$ cat config.mk
export PLATFORM = sky130hd
export DESIGN_NAME = dhoat_front
export DESIGN_NICKNAME = d
export VERILOG_FILES = /design/src/dhoat_pkg.sv /design/src/dhoat_front.sv
export SDC_FILE = /design/constraint.sdc
export NUM_CORES = 2
export LEC_CHECK = 0
export ABC_AREA = 1
export ABC_CLOCK_PERIOD_IN_PS = 14600
export BUFFER_PORTS_ARGS = -buffer_cell sky130_fd_sc_hd__buf_2
export CORE_ASPECT_RATIO = 0.7
export CORE_UTILIZATION = 43
export DETAILED_ROUTE_END_ITERATION = 7
export PLACE_DENSITY = 0.59
export SLEW_MARGIN = 20
export SYNTH_ARGS = -nofsm -noshare
export SYNTH_HDL_FRONTEND = slang
export SYNTH_SLANG_ARGS = --single-unit
$ cat constraint.sdc
create_clock -name clk -period 14.6 [get_ports clk]
set_clock_uncertainty 0.05 [all_clocks]
set_input_delay 2.92 -clock clk [delete_from_list [all_inputs] [get_ports clk]]
set_output_delay 2.92 -clock clk [all_outputs]
set_load 0.05 [all_outputs]
$ cat src/dhoat_pkg.sv
// Shared constants, types and helpers for the double-hash table.
package dhoat_pkg;

    localparam int MAX_SLOTS = 1024;
    localparam int IDX_W     = $clog2(MAX_SLOTS);
    localparam int SIZE_W    = 11;
    localparam int MOD_BITS  = 4;
    localparam int MOD_STEPS = 64 / MOD_BITS;
    localparam int CNT_W     = $clog2(MOD_STEPS);

    localparam logic [SIZE_W-1:0] SIZE_RESET = 11'd1021;
    localparam logic [31:0]       GOLD_MUL   = 32'd2654435761;
    localparam logic [31:0]       RSV_KEY    = 32'h80000001;

    localparam logic [1:0] CMD_GET = 2'd0;
    localparam logic [1:0] CMD_SET = 2'd1;
    localparam logic [1:0] CMD_DEL = 2'd2;
    localparam logic [1:0] CMD_NOP = 2'd3;

    localparam logic [2:0] RES_FOUND = 3'd0;
    localparam logic [2:0] RES_INS   = 3'd1;
    localparam logic [2:0] RES_MISS  = 3'd2;
    localparam logic [2:0] RES_FULL  = 3'd3;
    localparam logic [2:0] RES_RSV   = 3'd4;

    localparam logic [1:0] SLOT_EMPTY = 2'd0;
    localparam logic [1:0] SLOT_USED  = 2'd1;
    localparam logic [1:0] SLOT_FREED = 2'd2;

    typedef struct packed {
        logic [1:0]       command;
        logic [31:0]      key;
        logic [31:0]      value;
        logic [IDX_W-1:0] base;
        logic [IDX_W-1:0] step;
    } job_t;

    // effective size: at least 2, at most MAX_SLOTS
    function automatic logic [SIZE_W-1:0] clamp_size(input logic [SIZE_W-1:0] s);
        logic [SIZE_W-1:0] r;
        begin
            r = s;
            if (s < SIZE_W'(2))
            begin
                r = SIZE_W'(2);
            end
            else if (s > SIZE_W'(MAX_SLOTS))
            begin
                r = SIZE_W'(MAX_SLOTS);
            end
            return r;
        end
    endfunction

endpackage

$ cat src/dhoat_front.sv
// Front end: takes request words, hashes the key and reduces base and step modulo size.
module dhoat_front (
    input  logic                            clk,
    input  logic                            rst_n,
    input  logic                            in_valid,
    output logic                            in_ready,
    input  logic [1:0]                      command,
    input  logic [31:0]                     key,
    input  logic [31:0]                     value,
    input  logic [dhoat_pkg::SIZE_W-1:0]    cur_size,
    input  logic                            hold,
    output dhoat_pkg::job_t                 job,
    output logic                            job_valid,
    input  logic                            job_ready
);

    typedef enum logic [3:0] {
        FS_IDLE = 4'b0001,
        FS_MUL  = 4'b0010,
        FS_DIV  = 4'b0100,
        FS_PUSH = 4'b1000
    } fstate_t;

    localparam int IW = dhoat_pkg::IDX_W;
    localparam int SW = dhoat_pkg::SIZE_W;

    fstate_t state_reg, state_next;
    logic [1:0]  cmd_reg;
    logic [31:0] key_reg, val_reg;
    logic [63:0] diva_reg, diva_next, divb_reg, divb_next;
    logic [IW-1:0] rema_reg, rema_next, remb_reg, remb_next;
    logic [dhoat_pkg::CNT_W-1:0] cnt_reg, cnt_next;
    logic [SW-1:0] div_a, div_b;

    function automatic logic [IW-1:0] mod_step(input logic [IW-1:0] r, input logic b,
                                               input logic [SW-1:0] d);
        logic [IW:0] t;
        begin
            t = {r, b};
            if (t >= d)
            begin
                t = t - d;
            end
            return t[IW-1:0];
        end
    endfunction

    assign div_a = cur_size;
    assign div_b = cur_size - SW'(1);

    assign in_ready  = (state_reg == FS_IDLE) && !hold;
    assign job_valid = (state_reg == FS_PUSH);
    assign job.command = cmd_reg;
    assign job.key     = key_reg;
    assign job.value   = val_reg;
    assign job.base    = rema_reg;
    assign job.step    = remb_reg + IW'(1);

    always_comb
    begin
        state_next = state_reg;
        diva_next  = diva_reg;
        divb_next  = divb_reg;
        rema_next  = rema_reg;
        remb_next  = remb_reg;
        cnt_next   = cnt_reg;
        case (state_reg)
            FS_IDLE:
            begin
                if (in_valid && !hold)
                begin
                    state_next = FS_MUL;
                end
            end
            FS_MUL:
            begin
                diva_next  = 64'(key_reg) * 64'(dhoat_pkg::GOLD_MUL);
                divb_next  = (64'(key_reg) << 6) + (64'(key_reg) << 16);
                rema_next  = '0;
                remb_next  = '0;
                cnt_next   = '1;
                state_next = FS_DIV;
            end
            FS_DIV:
            begin
                // a few remainder bits per cycle, MSB first
                for (int i = 0; i < dhoat_pkg::MOD_BITS; i++)
                begin
                    rema_next = mod_step(rema_next, diva_next[63], div_a);
                    remb_next = mod_step(remb_next, divb_next[63], div_b);
                    diva_next = diva_next << 1;
                    divb_next = divb_next << 1;
                end
                cnt_next = cnt_reg - 1'b1;
                if (cnt_reg == '0)
                begin
                    state_next = FS_PUSH;
                end
            end
            FS_PUSH:
            begin
                if (job_ready)
                begin
                    state_next = FS_IDLE;
                end
            end
            default:
            begin
                state_next = FS_IDLE;
            end
        endcase
    end

    always_ff @(posedge clk or negedge rst_n)
    begin
        if (!rst_n)
        begin
            state_reg <= FS_IDLE;
            cnt_reg   <= '0;
        end
        else
        begin
            state_reg <= state_next;
            cnt_reg   <= cnt_next;
        end
    end

    always_ff @(posedge clk)
    begin
        if (in_ready && in_valid)
        begin
            cmd_reg <= command;
            key_reg <= key;
            val_reg <= value;
        end
        diva_reg <= diva_next;
        divb_reg <= divb_next;
        rema_reg <= rema_next;
        remb_reg <= remb_next;
    end

endmodule

Yosys cells after proc, flatten, opt, wreduce, memory -nomap -nowiden
Cells that the tools add are included.
{"block": "word_totals", "register_bits": 222, "in_bits": 82, "output_inout_bits": 88, "elab_cells": 67}
{"block": "op_classes", "addsub": 12, "n_mul": 1, "magnitude_cmp": 8, "eq_ne": 7, "n_mux": 23, "reduce_logical": 7}
{"cell": "case mux 64 bit (2 select lines)", "n": 2}
{"cell": "two-way mux 10 bit", "n": 14}
{"cell": ">= comparator 11 bit", "n": 8}
{"cell": "subtractor 10 bit", "n": 8}
{"cell": "multiplier 32 x 32 -> 64 bit, second input constant", "n": 1}
{"cell": "adder 38 x 48 -> 49 bit", "n": 1}
{"cell": "case mux 10 bit (2 select lines)", "n": 2}
{"cell": "case mux 4 bit (4 select lines)", "n": 1}
{"cell": "two-way mux 4 bit", "n": 3}
{"cell": "subtractor 11 x 1 -> 11 bit, second input constant", "n": 1}
{"cell": "adder 10 x 1 -> 10 bit, second input constant", "n": 1}
{"cell": "case mux 4 bit (2 select lines)", "n": 1}
{"cell": "== test 4 x 1 -> 1 bit, second input constant", "n": 1}
{"cell": "== test 4 x 2 -> 1 bit, second input constant", "n": 1}
{"cell": "== test 4 x 3 -> 1 bit, second input constant", "n": 1}
{"cell": "== test 4 bit, second input constant", "n": 1}
{"cell": "zero test 4 bit", "n": 1}
{"cell": "inequality test 2 x 1 -> 1 bit, second input constant", "n": 2}
{"cell": "subtractor 4 x 1 -> 4 bit, second input constant", "n": 1}
{"cell": "logical AND 1 bit", "n": 3}
{"cell": "AND reduction 3 bit", "n": 1}
{"cell": "inequality test 2 bit, second input constant", "n": 1}
{"cell": "nonzero test 2 bit", "n": 1}
{"cell": "zero test 1 bit", "n": 1}

Depth between registers and ports, before layout
{"block": "depth", "depth_word": 13, "depth_mapped": 71}

Worst setup path after synthesis
Ideal clock, no wire load.
{"block": "synth_timing", "kind": "in2reg", "from": "in cur_size[2] (netlist bit)", "to": "reg rema_reg[0] (data pin)", "t_arrival_ps": 11740, "required_time_ps": 14286, "setup_slack_ps": 2547, "stages": 66, "path_buffers": 3, "cell_sequence": "inv_1 > ha_1 > nand3_1 > nand2_1 > a21oi_1 > o21bai_1 > a21oi_1 > o21bai_1 > nand2_1 > nand2_1 > a21oi_1 > o211ai_1 > mux2_2 > ha_1 > a21oi_1 > o21ai_0 > a21oi_1 > o21bai_1 > [... 30 more ...] > clkbuf_1 > nand2_1 > o21ai_0 > ha_1 > a21oi_1 > o21ai_0 > a21oi_1 > inv_1 > a21oi_1 > o21ai_0 > a21oi_1 > o21bai_1 > a21o_1 > a221oi_1 > inv_1 > clkbuf_1 > o21ai_0 > a21oi_1"}
{"block": "synth_via", "elab_chain_len": 12}
{"element": "start, declared", "line_no": "dhoat_front.sv:10", "text": "input logic [dhoat_pkg::SIZE_W-1:0] cur_size,"}
{"element": "subtractor 10 bit or >= comparator 11 bit (tied branches)", "line_no": "dhoat_front.sv:42, dhoat_front.sv:40"}
{"element": "two-way mux 10 bit", "line_no": "dhoat_front.sv:40", "text": "if (t >= d)"}
{"element": "two-way mux 10 bit", "line_no": "dhoat_front.sv:67", "text": "case (state_reg)"}
{"element": "subtractor 10 bit or >= comparator 11 bit (tied branches)", "line_no": "dhoat_front.sv:42, dhoat_front.sv:40"}
{"element": "two-way mux 10 bit", "line_no": "dhoat_front.sv:40"}
{"element": "two-way mux 10 bit", "line_no": "dhoat_front.sv:67"}
{"element": "subtractor 10 bit or >= comparator 11 bit (tied branches)", "line_no": "dhoat_front.sv:42, dhoat_front.sv:40"}
{"element": "two-way mux 10 bit", "line_no": "dhoat_front.sv:40"}
{"element": "two-way mux 10 bit", "line_no": "dhoat_front.sv:67"}
{"element": ">= comparator 11 bit *", "line_no": "dhoat_front.sv:40"}
{"element": "two-way mux 10 bit *", "line_no": "dhoat_front.sv:40"}
{"element": "case mux 10 bit (2 select lines) *", "line_no": "dhoat_front.sv:67"}
{"element": "end signal, assigned", "line_no": "dhoat_front.sv:138", "text": "rema_reg <= rema_next;"}
{"element": "end, declared", "line_no": "dhoat_front.sv:31", "text": "logic [IW-1:0] rema_reg, rema_next, remb_reg, remb_next;"}
Mark *: on every way between the ends. The rest lies on a longest branch, timed or not. The select of a mux whose other input is x is not followed.
A chain may end at the register's enable or synchronous reset.

Worst setup path in the final report
{"block": "layout_timing", "from": "in cur_size[1] (netlist bit)", "to": "reg rema_reg[5] (data pin)"}
{"block": "layout_via", "elab_chain_len": 12}
{"element": "subtractor 10 bit or >= comparator 11 bit (tied branches)", "line_no": "dhoat_front.sv:42, dhoat_front.sv:40"}
{"element": "two-way mux 10 bit", "line_no": "dhoat_front.sv:40"}
{"element": "two-way mux 10 bit", "line_no": "dhoat_front.sv:67"}
{"element": "subtractor 10 bit or >= comparator 11 bit (tied branches)", "line_no": "dhoat_front.sv:42, dhoat_front.sv:40"}
{"element": "two-way mux 10 bit", "line_no": "dhoat_front.sv:40"}
{"element": "two-way mux 10 bit", "line_no": "dhoat_front.sv:67"}
{"element": "subtractor 10 bit or >= comparator 11 bit (tied branches)", "line_no": "dhoat_front.sv:42, dhoat_front.sv:40"}
{"element": "two-way mux 10 bit", "line_no": "dhoat_front.sv:40"}
{"element": "two-way mux 10 bit", "line_no": "dhoat_front.sv:67"}
{"element": "subtractor 10 bit or >= comparator 11 bit (tied branches)", "line_no": "dhoat_front.sv:42, dhoat_front.sv:40"}
{"element": "two-way mux 10 bit *", "line_no": "dhoat_front.sv:40"}
{"element": "case mux 10 bit (2 select lines) *", "line_no": "dhoat_front.sv:67"}
Marked as above.

==> impl_metrics.yaml <==
outcome:
  status: "completed"
setup_path:
  rr_worst_depth: 64
  max_stage_delay_ps: 370
  worstPathMaxFanout: 20
  crit_top_cell: "a21oi_1"
  cp-start-kind: "input port"
  regToRegEndpoint: "rema_reg[5]$_SDFFCE_PN0N_"
  timing.rr.start: "rema_reg[1]$_SDFFCE_PN0N_"
  slowest_stage: "ha_1"
  worstSetupPathType: "in2reg"
  arrival_ps: 13120
  end_kind: "flop"
  cp.required_ps: 14890
  rrSetupSlack_ps: 4030
synthesis:
  syn_nets: 4521
  async_reset_ff_frac: 0.0377
  synth-main-ff-cell: "edfxtp_1"
  synth_edf_count: 204
  yosysWarningCount: 0
  synth_area_per_cell_sq_um: 9.30
  yosys-top-cells-count: "inv_1, ha_1, nand2_1, fa_1, edfxtp_1"
  ys_seq_elements: 212
  syn_area_sq_mm: 0.0323
  synth.most_common_cell: "inv_1"
  ys_types: 54
  synthCells: 3477
  synth_top_area_cell: "fa_1"
  ys_seq_area_frac: 0.196
  synth_top_area_frac: 0.288
  synthTopCellsByArea: "fa_1, ha_1, edfxtp_1, inv_1, nand2_1"
placement:
  gp_congestion: 0.958
  port_buffers: 169
  hpwl_microns: 72900
final_layout:
  antenna_cells: 0
  nets: 4724
  largest_reg_flops: 64
  fillCellCount: 7078
  drive_above_1_share: 0.0949
  areaGrowthSynthToFinish_pct: 9.74
drt:
  finalWirelength_microns: 89800
  drc: 0
  drtAntennaViolNets: 0
  drt-wirelength-per-cell_microns: 19.2
  routed_via_density: 5.00
  num_vias: 23400
  firstDrtPassIters: 5
  drtIter0Drc: 1881
hold_path:
  whs_path_depth: 1
  hp-class: "reg2reg"
  hold_path.startpoint: "cnt_reg[3]$_DFFE_PN0N_"
  worstHoldEndpoint: "cnt_reg[3]$_DFFE_PN0N_"
floorplan:
  rows: 83
  die_area_sq_mm: 0.0763
  ios: 170
  initial_core_util: 0.438
  dieWidth_microns: 330
  die_h_microns: 231
  core_area_sq_mm: 0.0738
clocking:
  clock_latency_ps: 590
  root_buffer: "clkbuf_16"
  h-tree-depth: 1
  postCtsSetupBuffers: 0
  cts_buffers: 27
  cts_tree: "yes"
  cts_resized: 0
  ctsHoldBuffers: 0
  clkSinkCount: 212
  clk_transition_reported_paths_ps: 60
  cts.path.max_buffers: 3
grt:
  grt_remaining_overflow: 0
  grt_pass1_wl_microns: 139000
  grt_usage: 0.243
  antenna_found_initial: 0
  first_global_vias: 23200
  grt_max_degree: 85
timing:
  holdWs_ps: 414
  min_period_over_period: 0.879
  tns_ps: 0
  hold_violations: 0
  rsz0062_at_grt: "false"
  tightestPinTransition_ps: 991
  slew_headroom: 0.340
  min_period_ps: 12830
  report.final.slew_viol_count: 0
  setup_viol_count_final: 0
  max_freq_ghz: 0.0779
run:
  drv_cap: 0
[cell usage in the layout, fill, tap and decap left out, types with 10 or more instances in the layout]
| master | Yosys | final |
|---|---|---|
| ha_1 | 496 | 496 |
| inv_1 | 846 | 845 |
| xor2_1 | 75 | 75 |
| nand3_2 | 11 | 11 |
| nand2_1 | 494 | 493 |
| xnor2_1 | 37 | 37 |
| nor2_1 | 171 | 170 |
| buf_4 | 0 | 41 |
| a21oi_1 | 162 | 162 |
| nand4_1 | 18 | 18 |
| a31oi_1 | 21 | 21 |
| nand3_1 | 110 | 110 |
| o21a_1 | 10 | 10 |
| clkbuf_16 | 0 | 27 |
| fa_1 | 466 | 466 |
| o21bai_1 | 12 | 12 |
| o21ai_0 | 155 | 155 |
| buf_2 | 0 | 169 |
| or2_2 | 33 | 33 |
| edfxtp_1 | 204 | 204 |
| nand2_2 | 21 | 21 |
| nor3_1 | 15 | 14 |
[critical path, delay by kind of cell]
| kind | cells | cell delay [ps] |
|---|---|---|
| buffers and inverters | 12 | 1800 |
| and+or+nand+nor | 15 | 1130 |
| adders and majority gates | 4 | 1320 |
| muxes | 1 | 370 |
| AOI/OAI and AO/OA | 34 | 5540 |
[logic make-up (layout without fill, tap and decap cells)]
| kind of cell | after synthesis | after routing | synth area share |
|---|---|---|---|
| simple gates | 901 | 901 | 0.121 |
| compound gates | 403 | 403 | 0.0691 |
| xor+xnor | 112 | 112 | 0.0303 |
| fa+ha+maj | 962 | 962 | 0.480 |
| mux | 1 | 1 | 0.000348 |
| buf+inv | 886 | 1109 | 0.103 |
| flops | 212 | 212 | 0.196 |
[cell type report]
class,count,area (sq um),share of cell area
Clock buffer,30,687,0.0194
Clock inverter,19,198,0.00557
Inverter,850,3190,0.0899
Multi-Input combinational cell,2379,22700,0.640
Sequential cell,212,6330,0.178
Tap cell,977,1220,0.0344
Timing Repair Buffer,210,1150,0.0325
[through the flow]
step / setup slack, ps / util / cell area, sq um / instances
final: 1770 / 0.481 / 35500 / 4677
after global routing: 798 / 0.481 / 35500 / 4677
after global placement: 1510 / 0.469 / 34600 / 4628
after CTS: 1870 / 0.481 / 35500 / 4677
after floorplan: 2550 / - / 32300 / 3477
after detailed placement: 1250 / 0.469 / 34600 / 4628
[per-layer routing]
metal,GRT usage,up-vias,wire [microns]
li1,-,11400,-
met4,0.0288,0,969
met5,0,-,0
met3,0.0660,59,9290
met1,0.403,11200,47000
met2,0.311,738,32600
[worst max path at each step]
stage                 from                   endpoint  slack [ps]  cells past startpoint
2_1_floorplan  cur_size[2]  rema_reg[0]$_SDFFCE_PN0N_        2550                     66
3_3_place_gp   cur_size[1]  rema_reg[0]$_SDFFCE_PN0N_        1510                     66
3_5_place_dp   cur_size[1]  rema_reg[9]$_SDFFCE_PN0N_        1250                     66
4_1_cts        cur_size[1]  rema_reg[9]$_SDFFCE_PN0N_        1870                     66
5_1_grt        cur_size[1]  rema_reg[9]$_SDFFCE_PN0N_         800                     66
6_report       cur_size[1]  rema_reg[5]$_SDFFCE_PN0N_        1770                     66
Power is not shown: default switching activity piles up to over one toggle a cycle in this logic, so the estimate is an artifact.
