### config.mk
export PLATFORM = sky130hd
export DESIGN_NAME = dhoat_queue
export DESIGN_NICKNAME = d
export VERILOG_FILES = /design/src/dhoat_pkg.sv /design/src/dhoat_queue.sv
export SDC_FILE = /design/constraint.sdc
export NUM_CORES = 1
export LEC_CHECK = 0
export BUFFER_PORTS_ARGS = -buffer_cell sky130_fd_sc_hd__buf_2
export CORE_ASPECT_RATIO = 1.5
export CORE_UTILIZATION = 52
export CTS_CLUSTER_SIZE = 28
export DETAILED_ROUTE_END_ITERATION = 10
export GPL_ROUTABILITY_DRIVEN = 0
export PLACE_DENSITY = 0.79
export SYNTH_ARGS = -nofsm -noshare
export SYNTH_HDL_FRONTEND = slang
export SYNTH_SLANG_ARGS = --single-unit
### constraint.sdc
create_clock -name clk -period 6.3 [get_ports clk]
set_input_delay 0.315 -clock clk [delete_from_list [all_inputs] [get_ports clk]]
set_output_delay 0.315 -clock clk [all_outputs]
set_load 0.005 [all_outputs]
### src/dhoat_pkg.sv
// Shared constants, types and helpers for the double-hash table.
package dhoat_pkg;

    localparam int MAX_SLOTS = 1024;
    localparam int IDX_W     = $clog2(MAX_SLOTS);
    localparam int SIZE_W    = 11;
    localparam int MOD_BITS  = 4;
    localparam int MOD_STEPS = 64 / MOD_BITS;
    localparam int CNT_W     = $clog2(MOD_STEPS);

    localparam logic [SIZE_W-1:0] SIZE_RESET = 11'd1021;
    localparam logic [31:0]       GOLD_MUL   = 32'd2654435761;
    localparam logic [31:0]       RSV_KEY    = 32'h80000001;

    localparam logic [1:0] CMD_GET = 2'd0;
    localparam logic [1:0] CMD_SET = 2'd1;
    localparam logic [1:0] CMD_DEL = 2'd2;
    localparam logic [1:0] CMD_NOP = 2'd3;

    localparam logic [2:0] RES_FOUND = 3'd0;
    localparam logic [2:0] RES_INS   = 3'd1;
    localparam logic [2:0] RES_MISS  = 3'd2;
    localparam logic [2:0] RES_FULL  = 3'd3;
    localparam logic [2:0] RES_RSV   = 3'd4;

    localparam logic [1:0] SLOT_EMPTY = 2'd0;
    localparam logic [1:0] SLOT_USED  = 2'd1;
    localparam logic [1:0] SLOT_FREED = 2'd2;

    typedef struct packed {
        logic [1:0]       command;
        logic [31:0]      key;
        logic [31:0]      value;
        logic [IDX_W-1:0] base;
        logic [IDX_W-1:0] step;
    } job_t;

    // effective size: at least 2, at most MAX_SLOTS
    function automatic logic [SIZE_W-1:0] clamp_size(input logic [SIZE_W-1:0] s);
        logic [SIZE_W-1:0] r;
        begin
            r = s;
            if (s < SIZE_W'(2))
            begin
                r = SIZE_W'(2);
            end
            else if (s > SIZE_W'(MAX_SLOTS))
            begin
                r = SIZE_W'(MAX_SLOTS);
            end
            return r;
        end
    endfunction

endpackage

### src/dhoat_queue.sv
// Two-entry queue of hashed requests between front and back.
module dhoat_queue (
    input  logic             clk,
    input  logic             rst_n,
    input  logic             push_valid,
    output logic             push_ready,
    input  dhoat_pkg::job_t  push_data,
    output logic             pop_valid,
    input  logic             pop_ready,
    output dhoat_pkg::job_t  pop_data
);

    dhoat_pkg::job_t slot_reg [2];
    logic       wp_reg, rp_reg;
    logic [1:0] cnt_reg;
    logic       do_push, do_pop;

    assign push_ready = (cnt_reg != 2'd2);
    assign pop_valid  = (cnt_reg != 2'd0);
    assign pop_data   = slot_reg[rp_reg];
    assign do_push    = push_valid && push_ready;
    assign do_pop     = pop_valid && pop_ready;

    always_ff @(posedge clk or negedge rst_n)
    begin
        if (!rst_n)
        begin
            wp_reg  <= 1'b0;
            rp_reg  <= 1'b0;
            cnt_reg <= 2'd0;
        end
        else
        begin
            if (do_push)
            begin
                wp_reg <= !wp_reg;
            end
            if (do_pop)
            begin
                rp_reg <= !rp_reg;
            end
            cnt_reg <= cnt_reg + 2'(do_push) - 2'(do_pop);
        end
    end

    always_ff @(posedge clk)
    begin
        if (do_push)
        begin
            slot_reg[wp_reg] <= push_data;
        end
    end

endmodule

# Word level (Yosys, flattened, before mapping)
# Memories as Yosys holds them, arrays and structs flattened.
# Index checks and enable logic that the tools add are counted.
dict set report classes {
  eq_ne 1
  n_reduce_logical 5
  add_sub_neg 2
  muxes 2
}
# op n
set ops {}
lappend ops {{$add A2 B1 Y2} 1}
lappend ops {{$logic_and A1 B1 Y1} 2}
lappend ops {{$logic_not A1 Y1} 2}
lappend ops {{$mux W1} 2}
lappend ops {{$ne A2 B2 Y1 const B} 1}
lappend ops {{$reduce_bool A2 Y1} 1}
lappend ops {{$sub A2 B1 Y2} 1}
dict set report totals {
  ram_bits 172
  memories 1
  regBits 4
  word_cells 14
  out_inout_bits 88
}
# memory depth width rd rd_ports_with_merged_regs write_ports line_no
set memory_table {}
lappend memory_table {slot_reg 2 86 1 0 1 dhoat_queue.sv:13} ;# dhoat_pkg::job_t slot_reg [2];

# Depth between registers and ports, before layout
# Gate-level depths: netlist of the first run.
dict set report depth {
  depth_word 4
  mapped_depth 5
  mapped_depth_nobuf 5
}

# Least setup slack after synthesis of the first run
# Ideal clock, no wire load.
dict set report synth_path {
  path_kind {register -> register}
  startpoint {register cnt_reg[0]}
  endpoint {memory slot_reg[0][0] (netlist name), enable pin}
  setup_ns 0.531
  arrival_time_ns 4.229
  synth_period_minus_slack_ns 4.760
  n_path_buf 0
  path_slack_ns 1.540
  required_ns 5.769
  path_stages_with_launch 4
  cell_sequence {dfrtp_1 -> nand2b_1 -> nand2_1 -> nor2_1}
}
dict set report synth_between {
  elab_chain_len 4
}
# element line_no
set synth_lines {}
lappend synth_lines {{start, declared} dhoat_queue.sv:15} ;# logic [1:0] cnt_reg;
lappend synth_lines {{start signal, assigned} dhoat_queue.sv:42} ;# cnt_reg <= cnt_reg + 2'(do_push) - 2'(do_pop);
lappend synth_lines {{$ne A2 B2 Y1} dhoat_queue.sv:18} ;# assign push_ready = (cnt_reg != 2'd2);
lappend synth_lines {{net push_ready} dhoat_queue.sv:6} ;# output logic push_ready,
lappend synth_lines {{$logic_and A1 B1 Y1} dhoat_queue.sv:21} ;# assign do_push = push_valid && push_ready;
lappend synth_lines {{$mux W1} dhoat_queue.sv:48} ;# if (do_push)
lappend synth_lines {{$mux W1 (not written as such)} dhoat_queue.sv:50} ;# slot_reg[wp_reg] <= push_data;
lappend synth_lines {{end, declared} dhoat_queue.sv:13}
# The timed path passes the listed nets, and every way through them passes these cells.

==> results of run 1 <==
[through the flow]
| step | setup WS (ns) | instance area [sq um] |
|---|---|---|
| finish | 3.48 | 8110 |
| global route | 3.34 | 8110 |
| CTS | 3.42 | 8110 |
| detailed placement | 3.57 | 7580 |
| global placement | 3.69 | 7580 |
| floorplan | 1.54 | 6550 |
[path summary, 6_finish.rpt]
| path | to | slack [ns] | from | cells past startpoint |
|---|---|---|---|---|
| worst max-delay path | pop_data[22] | 3.48 | rp_reg$_DFFE_PN0P_ | 3 |
| worst min-delay path | slot_reg[0][56]$_DFFE_PP_ | 0.09 | push_data[56] | 1 |
| worst max register to register | slot_reg[0][21]$_DFFE_PP_ | 3.63 | cnt_reg[0]$_DFF_PN0_ | 4 |
| worst min register to register | wp_reg$_DFFE_PN0P_ | 0.56 | wp_reg$_DFFE_PN0P_ | 1 |
| max in group asynchronous | rp_reg$_DFFE_PN0P_ | 5.90 | rst_n | 2 |
| min in group asynchronous | cnt_reg[0]$_DFF_PN0_ | 0.26 | rst_n | 2 |
[kinds of logic (layout without fill, tap and decap cells)]
family,after synthesis,after routing,synth area share
compound gates,3,3,0.00363
xor+xnor,3,3,0.00401
fa+ha+maj,1,1,0.00191
buf+inv,10,212,0.0124
flops,176,176,0.804
mux,86,86,0.165
simple gates,11,11,0.00898
[area by class of cell]
class	instances	area (sq um)
clock buffer	18	429
clock inverter	14	92.6
fill	861	4030
multi-input combinational	104	1210
sequential	176	5270
tap	153	191
timing repair buffer	180	911
[critical path, stage by stage (launching register included)]
cell and delay, ns:
dfrtp_4 0.84, buf_4 0.65, mux2_2 0.42, buf_2 0.13
[cells in the final DEF (no fill, tap or decap), drive strengths merged]
master and instances:
buf 179, edfxtp 172, mux2 86, clkbuf 18, clkinvlp 6, clkinv 6
dfrtp 4, xnor2 3, nor2 3, nand2 2, inv 2, nand2b 1
nor4bb 1, nor2b 1, a311oi 1, o21ba 1, nand3 1, o21ai 1
and3 1, or2 1, ha 1, dlygate4sd3 1
[layer usage]
metal	vias to the layer above	part of all wire	track usage	wire length (microns)
met4	0	0.027	0.0883	308
met1	1570	0.36	0.192	4100
met3	20	0.058	0.0579	657
met2	117	0.55	0.319	6180
met5	-	0	0	0
li1	1530	-	-	-
[power by group]
group	switching, mW	internal, mW
Combinational	0.434	0.528
Sequential	0.128	1.61
Clock	0.410	0.500
==> impl_metrics.py, run 1 <==
metrics = {
    "die": {
        "core.rowCount": 49,
        "start_util": 0.539,
        "die_w_microns": 93.6,
        "coreArea_sq_um": 12100,
        "die_h_microns": 139,
        "ios": 178,
        "fp.dieArea_sq_um": 13100,
    },
    "sta": {
        "drv_slew": 0,
        "rsz0062_at_grt": "false",
        "whs_ns": 0.0899,
        "post-route-period-util": 0.447,
        "relSlewSlack": 0.230,
        "skew_ns": 0.0102,
        "fin_crit_ns": 2.82,
        "hold_viol": 0,
        "totalNegativeSetupSlack_ns": 0,
        "finalSetupViolations": 0,
        "worstMarginPinSlew_ns": 1.15,
        "max_freq_mhz": 355,
    },
    "yosys": {
        "netlist_area_sq_um": 6550,
        "netlist_instances": 290,
        "seq_area_frac_synth": 0.804,
        "synth_ff_type": "edfxtp_1",
        "yosysUniqueCellTypes": 19,
        "synth_edf_count": 172,
        "yosysMostFrequentCell": "edfxtp_1",
        "synth_async_sr_flop_share": 0.0227,
        "synthesis.nets": 381,
        "synth_area_per_cell_sq_um": 22.6,
        "ys_ff_latch": 176,
        "yosysTopAreaCellShare": 0.789,
        "synth_area_leader_cell": "edfxtp_1",
        "ys.warnings.count": 0,
        "synthTopCellsByCount": "172 x edfxtp_1, 56 x mux2_2, 30 x mux2_4",
        "synth.area.top_cells": "edfxtp_1 79%, mux2_2 9.6%, mux2_4 6.9%",
    },
    "flow_run": {
        "cap_viol_max_count": 0,
    },
    "drt": {
        "wire_per_inst_microns": 17.4,
        "dr.pass1.iters": 5,
        "drt_first_iter_violations": 124,
        "ant_nets": 0,
        "drc_errors": 0,
        "wirelength_microns": 11300,
        "drt-vias-per-instance": 5.02,
        "vias": 3237,
    },
    "layout": {
        "layout-drive-gt1-share": 0.606,
        "fin_cells": 645,
        "final_core_util": 0.668,
        "largest_register_ffs": 172,
        "antenna_cells": 0,
        "syn_to_final_growth_pct": 23.8,
        "nNetsFinal": 570,
    },
    "clock_network": {
        "clock_latency_ns": 0.41,
        "cts_resized": 0,
        "post-cts-setup-buffer-count": 0,
        "cts_made_buffers": 17,
        "clock-sinks": 176,
        "holdBufCountCts": 1,
        "clockBufferDepth": 2,
        "cts_root_buf": "clkbuf_16",
        "cts.reportedPaths.clkPinSlew_ns": 0.06,
        "htree_num_levels": 4,
        "cts_tree": "yes",
    },
    "global_route": {
        "first_global_vias": 3534,
        "track_usage": 0.181,
        "grt_max_degree": 87,
        "grt_pass1_wl_microns": 17300,
        "grt_antenna_before_repair": 0,
        "overflow": 0,
    },
    "place": {
        "port_buffers": 177,
        "dp_hpwl_microns": 7450,
        "placed_cells": 612,
    },
    "worst_setup_path": {
        "cp_max_fo": 48,
        "crit_type": "reg -> out",
        "cp.arrival_ns": 2.50,
        "required_ns": 5.98,
        "cp-start-kind": "register",
        "end_kind": "primary output",
    },
    "min_path": {
        "hp-class": "in -> reg",
    },
    "outcome": {
        "outcome": "finished, final reports clean",
    },
    "pwr": {
        "irDropWorstVdd_uv": 466,
        "finalPower_mw": 3.61,
        "p_leak_nw": 3.11,
        "power_density_nw_per_um2": 445,
    },
}
(Power assumes the default switching activity.)
==> run 2: changes to the inputs <==
--- a/config.mk
+++ b/config.mk
@@ -5,13 +5,14 @@
 export SDC_FILE = /design/constraint.sdc
 export NUM_CORES = 1
 export LEC_CHECK = 0
+export ABC_AREA = 1
 export BUFFER_PORTS_ARGS = -buffer_cell sky130_fd_sc_hd__buf_2
 export CORE_ASPECT_RATIO = 1.5
-export CORE_UTILIZATION = 52
+export CORE_UTILIZATION = 47
 export CTS_CLUSTER_SIZE = 28
 export DETAILED_ROUTE_END_ITERATION = 10
 export GPL_ROUTABILITY_DRIVEN = 0
-export PLACE_DENSITY = 0.79
+export PLACE_DENSITY = 0.76
 export SYNTH_ARGS = -nofsm -noshare
 export SYNTH_HDL_FRONTEND = slang
 export SYNTH_SLANG_ARGS = --single-unit
==> constraint.sdc (replaced) <==
create_clock -name clk -period 2.4 [get_ports clk]
set_input_delay 0.12 -clock clk [delete_from_list [all_inputs] [get_ports clk]]
set_output_delay 0.12 -clock clk [all_outputs]
set_load 0.005 [all_outputs]
==> run 2 against run 1 <==
  * Critical path type unchanged
  * Non-clock buffer count is 90 higher
  * Total power grew to 2.8 times the previous value
  * Flip-flop and latch count stayed put
  * Count of clock-buffer cells in the layout is 1 lower
  * Via count is 38% higher
  * Worst setup slack worse by 3.1 ns
  * Global-route usage is 2.4 points higher
  * Sequential power grew to 2.5 times the previous value
  * Critical path depth is 1 higher
  * Sequential share of layout area is 6.5 points lower
  * The run now ends with design-rule violations left
  * Worst hold slack worse by 0.041 ns
  * First-iteration DRC count is 110% higher
==> impl_metrics.py, run 2 <==
metrics = {
    "sta": {
        "hold_viol": 0,
        "fin_crit_ns": 2.06,
        "relSlewSlack": 0.387,
        "max_freq_mhz": 486,
        "worstMarginPinSlew_ns": 0.919,
        "finalSetupViolations": 0,
        "post-route-period-util": 0.858,
        "drv_slew": 0,
        "rsz0062_at_grt": "false",
        "skew_ns": 0.00625,
    },
    "outcome": {
        "outcome": "complete, but fails checks",
        "violations": "design-rule violations",
    },
    "yosys": {
        "synth_ff_type": "edfxtp_1",
        "synth.area.top_cells": "edfxtp_1 80%, nand2_1 15%, dfrtp_1 1.5%",
        "yosysMostFrequentCell": "nand2_1",
        "netlist_area_sq_um": 6490,
        "synth_edf_count": 172,
        "synthTopCellsByCount": "267 x nand2_1, 172 x edfxtp_1, 11 x buf_2",
        "ys.warnings.count": 0,
        "yosysTopAreaCellShare": 0.795,
        "ys_ff_latch": 176,
        "seq_area_frac_synth": 0.811,
        "synth_area_per_cell_sq_um": 13.5,
        "netlist_instances": 481,
        "synth_area_leader_cell": "edfxtp_1",
        "synthesis.nets": 572,
        "synth_async_sr_flop_share": 0.0227,
        "yosysUniqueCellTypes": 14,
    },
    "die": {
        "ios": 178,
        "coreArea_sq_um": 13500,
        "core.rowCount": 52,
        "start_util": 0.482,
        "die_w_microns": 98.0,
        "die_h_microns": 146,
        "fp.dieArea_sq_um": 14300,
    },
    "drt": {
        "vias": 4458,
        "ant_nets": 0,
        "drt_first_iter_violations": 258,
        "wire_per_inst_microns": 15.1,
        "dr.pass1.iters": 8,
        "drc_errors": 11,
        "drt-vias-per-instance": 4.81,
        "wirelength_microns": 14000,
    },
    "flow_run": {
        "cap_viol_max_count": 0,
    },
    "worst_setup_path": {
        "reg2reg_from": "cnt_reg[0]$_DFF_PN0_",
        "crit_type": "reg -> out",
        "cp-start-kind": "register",
        "cp.arrival_ns": 1.94,
        "end_kind": "primary output",
        "r2r_slack_ns": 0.60,
        "required_ns": 2.28,
        "ff2ff_path_depth": 5,
        "rr_endpoint": "slot_reg[1][9]$_DFFE_PP_",
        "cp_max_fo": 86,
    },
    "place": {
        "dp_hpwl_microns": 7800,
        "place_area_sq_um": 7530,
        "port_buffers": 177,
    },
    "global_route": {
        "overflow": 0,
        "grt_antenna_before_repair": 0,
        "first_global_vias": 4821,
        "track_usage": 0.205,
        "grt_max_degree": 88,
        "grt_pass1_wl_microns": 22300,
    },
    "clock_network": {
        "cts_made_buffers": 17,
        "htree_num_levels": 4,
        "clock_latency_ns": 0.41,
        "cts_root_buf": "clkbuf_16",
        "cts.reportedPaths.clkPinSlew_ns": 0.07,
        "cts_resized": 0,
        "clock-sinks": 176,
        "cts_tree": "yes",
        "clockBufferDepth": 2,
        "post-cts-setup-buffer-count": 0,
    },
    "layout": {
        "stdcell_area_sq_um": 9000,
        "final_common_cell": "nand2_1",
        "final_core_util": 0.668,
        "mostFrequentLayoutCells": "267 x nand2_1, 177 x buf_2, 172 x edfxtp_1",
        "syn_to_final_growth_pct": 38.6,
        "largest_register_ffs": 172,
        "layout-drive-gt1-share": 0.285,
        "nNetsFinal": 842,
        "antenna_cells": 0,
    },
    "pwr": {
        "seqPwrFrac": 0.433,
        "p_int_mw": 6.79,
        "p_leak_nw": 3.89,
        "pwr-share-clk": 0.269,
        "irDropWorstVdd_uv": 854,
        "p_switching_mw": 3.30,
        "power_frac_comb": 0.298,
        "p_sw_frac": 0.327,
        "power_density_nw_per_um2": 1120,
    },
    "min_path": {
        "hp-class": "in -> async",
    },
}
==> run 2: cell types whose count changed in the layout (fill, tap and decap cells not counted), sizes merged, moves of 2 or more <==
cell	previous run	this run
clkinv	6	4
buf	179	182
xnor2	3	0
inv	2	16
nand2	2	267
nor2	3	5
mux2	86	0
dlygate4sd3	1	88
clkinvlp	6	2
==> run 2: final cells by class <==
class | instances | area, sq um
multi-input combinational | 278 | 1080
tap | 162 | 203
sequential | 176 | 5270
timing repair buffer | 270 | 1830
inverter | 8 | 32.5
fill | 947 | 4470
clock inverter | 15 | 168
clock buffer | 17 | 425
==> run 2: repair_timing <==
action | in CTS | in global routing
hold buffers | 88 | 0
hold endpoints to repair | 177 | 0
setup endpoints to repair | 0 | 0
==> run 2: worst max path at each step <==
| stage | start | end | slack (ns) | cells past startpoint |
|---|---|---|---|---|
| 3_3_place_gp | cnt_reg[0]$_DFF_PN0_ | slot_reg[0][30]$_DFFE_PP_ | 0.71 | 5 |
| 6_report | rp_reg$_DFFE_PN0P_ | pop_data[12] | 0.34 | 4 |
| 4_1_cts | rp_reg$_DFFE_PN0P_ | pop_data[12] | 0.30 | 4 |
| 3_5_place_dp | cnt_reg[1]$_DFF_PN0_ | slot_reg[1][30]$_DFFE_PP_ | 0.61 | 4 |
| 5_1_grt | rp_reg$_DFFE_PN0P_ | pop_data[37] | 0.17 | 4 |
| 2_1_floorplan | cnt_reg[1]$_DFF_PN0_ | slot_reg[1][0]$_DFFE_PP_ | -0.95 | 3 |
==> run 2: logic make-up (layout without fill, tap and decap cells) <==
group	Yosys count	after routing	synth area share
flops	176	176	0.811
xor+xnor	1	1	0.00135
compound gates	2	2	0.00154
simple gates	274	274	0.159
fa+ha+maj	1	1	0.00193
buf+inv	27	310	0.0256
==> run 2: power by group through the flow <==
stage                     Sequential, mW  Clock (mW)  Combinational [mW]
after global routing                4.43        2.88                3.38
after detailed placement            4.43           0                2.90
after floorplan                     4.43           0                1.68
final                               4.37        2.71                3.01
after global placement              4.40           0                2.82
after CTS                           4.37        2.75                3.02
==> run 2: through the flow <==
step / TNS, ns / hold slack, ns / worst slack [ns] / cells / power (mW)
finish: 0 / 0.0493 / 0.341 / 926 / 10.1
floorplan: -162.39 / -0.176 / -0.949 / 481 / 6.11
detailed placement: 0 / -0.0695 / 0.614 / 806 / 7.33
CTS: 0 / 0.0161 / 0.302 / 926 / 10.1
global route: 0 / 0.0285 / 0.165 / 926 / 10.7
global placement: 0 / -0.0755 / 0.706 / 806 / 7.21
==> run 2: layer usage <==
metal | GRT usage | share of wire
met3 | 0.0533 | 0.057
met2 | 0.390 | 0.56
met4 | 0.0939 | 0.019
met1 | 0.203 | 0.36
met5 | 0 | 0
==> run 2: critical path: stages, from the launching register on <==
cell and delay (ns):
dfrtp_2 0.38, buf_4 0.72, nand2_1 0.16, nand2_1 0.12, buf_2 0.12
==> run 3: changes to the inputs <==
--- a/config.mk
+++ b/config.mk
@@ -7,12 +7,13 @@
 export LEC_CHECK = 0
 export ABC_AREA = 1
 export BUFFER_PORTS_ARGS = -buffer_cell sky130_fd_sc_hd__buf_2
-export CORE_ASPECT_RATIO = 1.5
+export CORE_ASPECT_RATIO = 0.8
 export CORE_UTILIZATION = 47
 export CTS_CLUSTER_SIZE = 28
 export DETAILED_ROUTE_END_ITERATION = 10
 export GPL_ROUTABILITY_DRIVEN = 0
 export PLACE_DENSITY = 0.76
+export SKIP_LAST_GASP = 1
 export SYNTH_ARGS = -nofsm -noshare
 export SYNTH_HDL_FRONTEND = slang
 export SYNTH_SLANG_ARGS = --single-unit
==> run 3 against run 2 <==
  * The run now ends clean
  * Via count is 0.20% higher
  * Cell area shrank 0.13%
  * First-iteration DRC count grew 14%
  * Critical path type unchanged
  * Highest routed layer unchanged
==> impl_metrics.py, run 3 (same netlist as run 2, synthesis figures left out) <==
metrics = {
    "sta": {
        "max_freq_mhz": 481,
        "hold_viol": 0,
        "relSlewSlack": 0.379,
        "finalSetupViolations": 0,
        "totalNegativeSetupSlack_ns": 0,
        "post-route-period-util": 0.866,
        "drv_slew": 0,
        "fin_crit_ns": 2.08,
        "whs_ns": 0.0396,
        "skew_ns": 0.0102,
        "worstMarginPinSlew_ns": 0.931,
        "rsz0062_at_grt": "false",
    },
    "layout": {
        "seqCellArea_sq_um": 5270,
        "largest_register_ffs": 172,
        "final_common_cell": "nand2_1",
        "nNetsFinal": 844,
        "syn_to_final_growth_pct": 38.4,
        "fin_cells": 946,
        "layout-drive-gt1-share": 0.280,
        "multi_input_area_sq_um": 1080,
        "final_core_util": 0.666,
        "fillerInstances": 993,
        "mostFrequentLayoutCells": "267 x nand2_1, 177 x buf_2, 172 x edfxtp_1",
    },
    "worst_setup_path": {
        "reg2reg_from": "cnt_reg[0]$_DFF_PN0_",
        "end_kind": "primary output",
        "r2r_slack_ns": 0.71,
        "cp_common_cell": "nand2_1",
        "crit_type": "reg -> out",
        "crit_buf_inv": 2,
        "critPathSlowestCell": "buf_4",
        "required_ns": 2.28,
        "cp-endpoint": "pop_data[17]",
        "rr_endpoint": "slot_reg[1][12]$_DFFE_PP_",
        "crit_chain": "buf_4, nand2_1, nand2_1, buf_2",
        "ff2ff_path_depth": 5,
        "critPathTopFamily": "buffers and inverters",
        "cp_max_fo": 86,
        "cp-start-kind": "register",
        "startpoint": "rp_reg$_DFFE_PN0P_",
        "cp.arrival_ns": 1.96,
        "path_depth": 4,
        "slowest_delay_ns": 0.71,
    },
    "min_path": {
        "hp-class": "in -> reg",
    },
    "global_route": {
        "grt_antenna_before_repair": 1,
        "grt_pass1_wl_microns": 21200,
        "track_usage": 0.199,
        "overflow": 0,
        "grt_max_degree": 87,
        "first_global_vias": 4503,
    },
    "drt": {
        "dr.pass1.iters": 4,
        "vias": 4467,
        "drt_first_iter_violations": 295,
        "wirelength_microns": 13800,
        "drc_errors": 0,
        "drt-vias-per-instance": 4.72,
        "ant_nets": 0,
        "wire_per_inst_microns": 14.6,
    },
    "die": {
        "ios": 178,
        "start_util": 0.481,
        "core.rowCount": 38,
        "coreArea_sq_um": 13500,
        "die_h_microns": 107,
        "fp.dieArea_sq_um": 14300,
        "die_w_microns": 133,
    },
    "clock_network": {
        "clock-sinks": 176,
        "cts_made_buffers": 17,
        "htree_num_levels": 4,
        "holdBufCountCts": 88,
        "cts.reportedPaths.clkPinSlew_ns": 0.06,
        "cts_tree": "yes",
        "post-cts-setup-buffer-count": 0,
        "cts_resized": 0,
        "cts_root_buf": "clkbuf_16",
        "clock_latency_ns": 0.43,
        "clockBufferDepth": 2,
    },
    "pwr": {
        "irDropWorstVdd_uv": 604,
        "power_density_nw_per_um2": 1100,
        "p_leak_nw": 3.86,
    },
    "outcome": {
        "outcome": "finished, final reports clean",
    },
    "flow_run": {
        "cap_viol_max_count": 0,
    },
    "place": {
        "dp_hpwl_microns": 7890,
        "port_buffers": 177,
        "placed_cells": 826,
    },
}
run 3: worst min-delay path by stage:
| stage | endpoint | start | depth (start not counted) | slack, ns |
|---|---|---|---|---|
| final | rp_reg$_DFFE_PN0P_ | pop_ready | 3 | 0.04 |
| after global routing | rp_reg$_DFFE_PN0P_ | pop_ready | 3 | 0.04 |
| after CTS | rp_reg$_DFFE_PN0P_ | pop_ready | 3 | 0.02 |
| after detailed placement | cnt_reg[1]$_DFF_PN0_ | rst_n | 1 | -0.06 |
| after global placement | cnt_reg[0]$_DFF_PN0_ | rst_n | 1 | -0.07 |
| after floorplan | cnt_reg[0]$_DFF_PN0_ | rst_n | 0 | -0.18 |
run 3: report_power, final:
part / switching (mW) / internal (mW)
clock: 1.07 / 1.40
sequential: 0.177 / 4.19
combinational: 1.91 / 1.15
run 3: worst min-delay path, stage by stage:
cell	delay, ns
buf_2	0.11
o21ai_0	0.12
xor2_1	0.08
run 3: routing by layer:
layer	part of all wire	track usage
met1	0.41	0.227
met2	0.51	0.344
met3	0.065	0.0771
met4	0.011	0.0690
met5	0	0
run 3: metrics by stage:
| step | power, mW | setup WS, ns | area (sq um) |
|---|---|---|---|
| after floorplan | 6.11 | -0.949 | 6500 |
| after global placement | 7.29 | 0.781 | 7580 |
| after detailed placement | 7.39 | 0.711 | 7580 |
| after CTS | 9.99 | 0.311 | 8990 |
| after global routing | 10.5 | 0.164 | 8990 |
| final | 9.90 | 0.323 | 8990 |
run 3: final cells by class:
type                       instances  area share
sequential                       176       0.586
timing repair buffer             272       0.207
multi-input combinational        278       0.120
clock buffer                      19      0.0482
tap                              180      0.0251
clock inverter                    12      0.0107
inverter                           8     0.00362
antenna                            1    0.000278
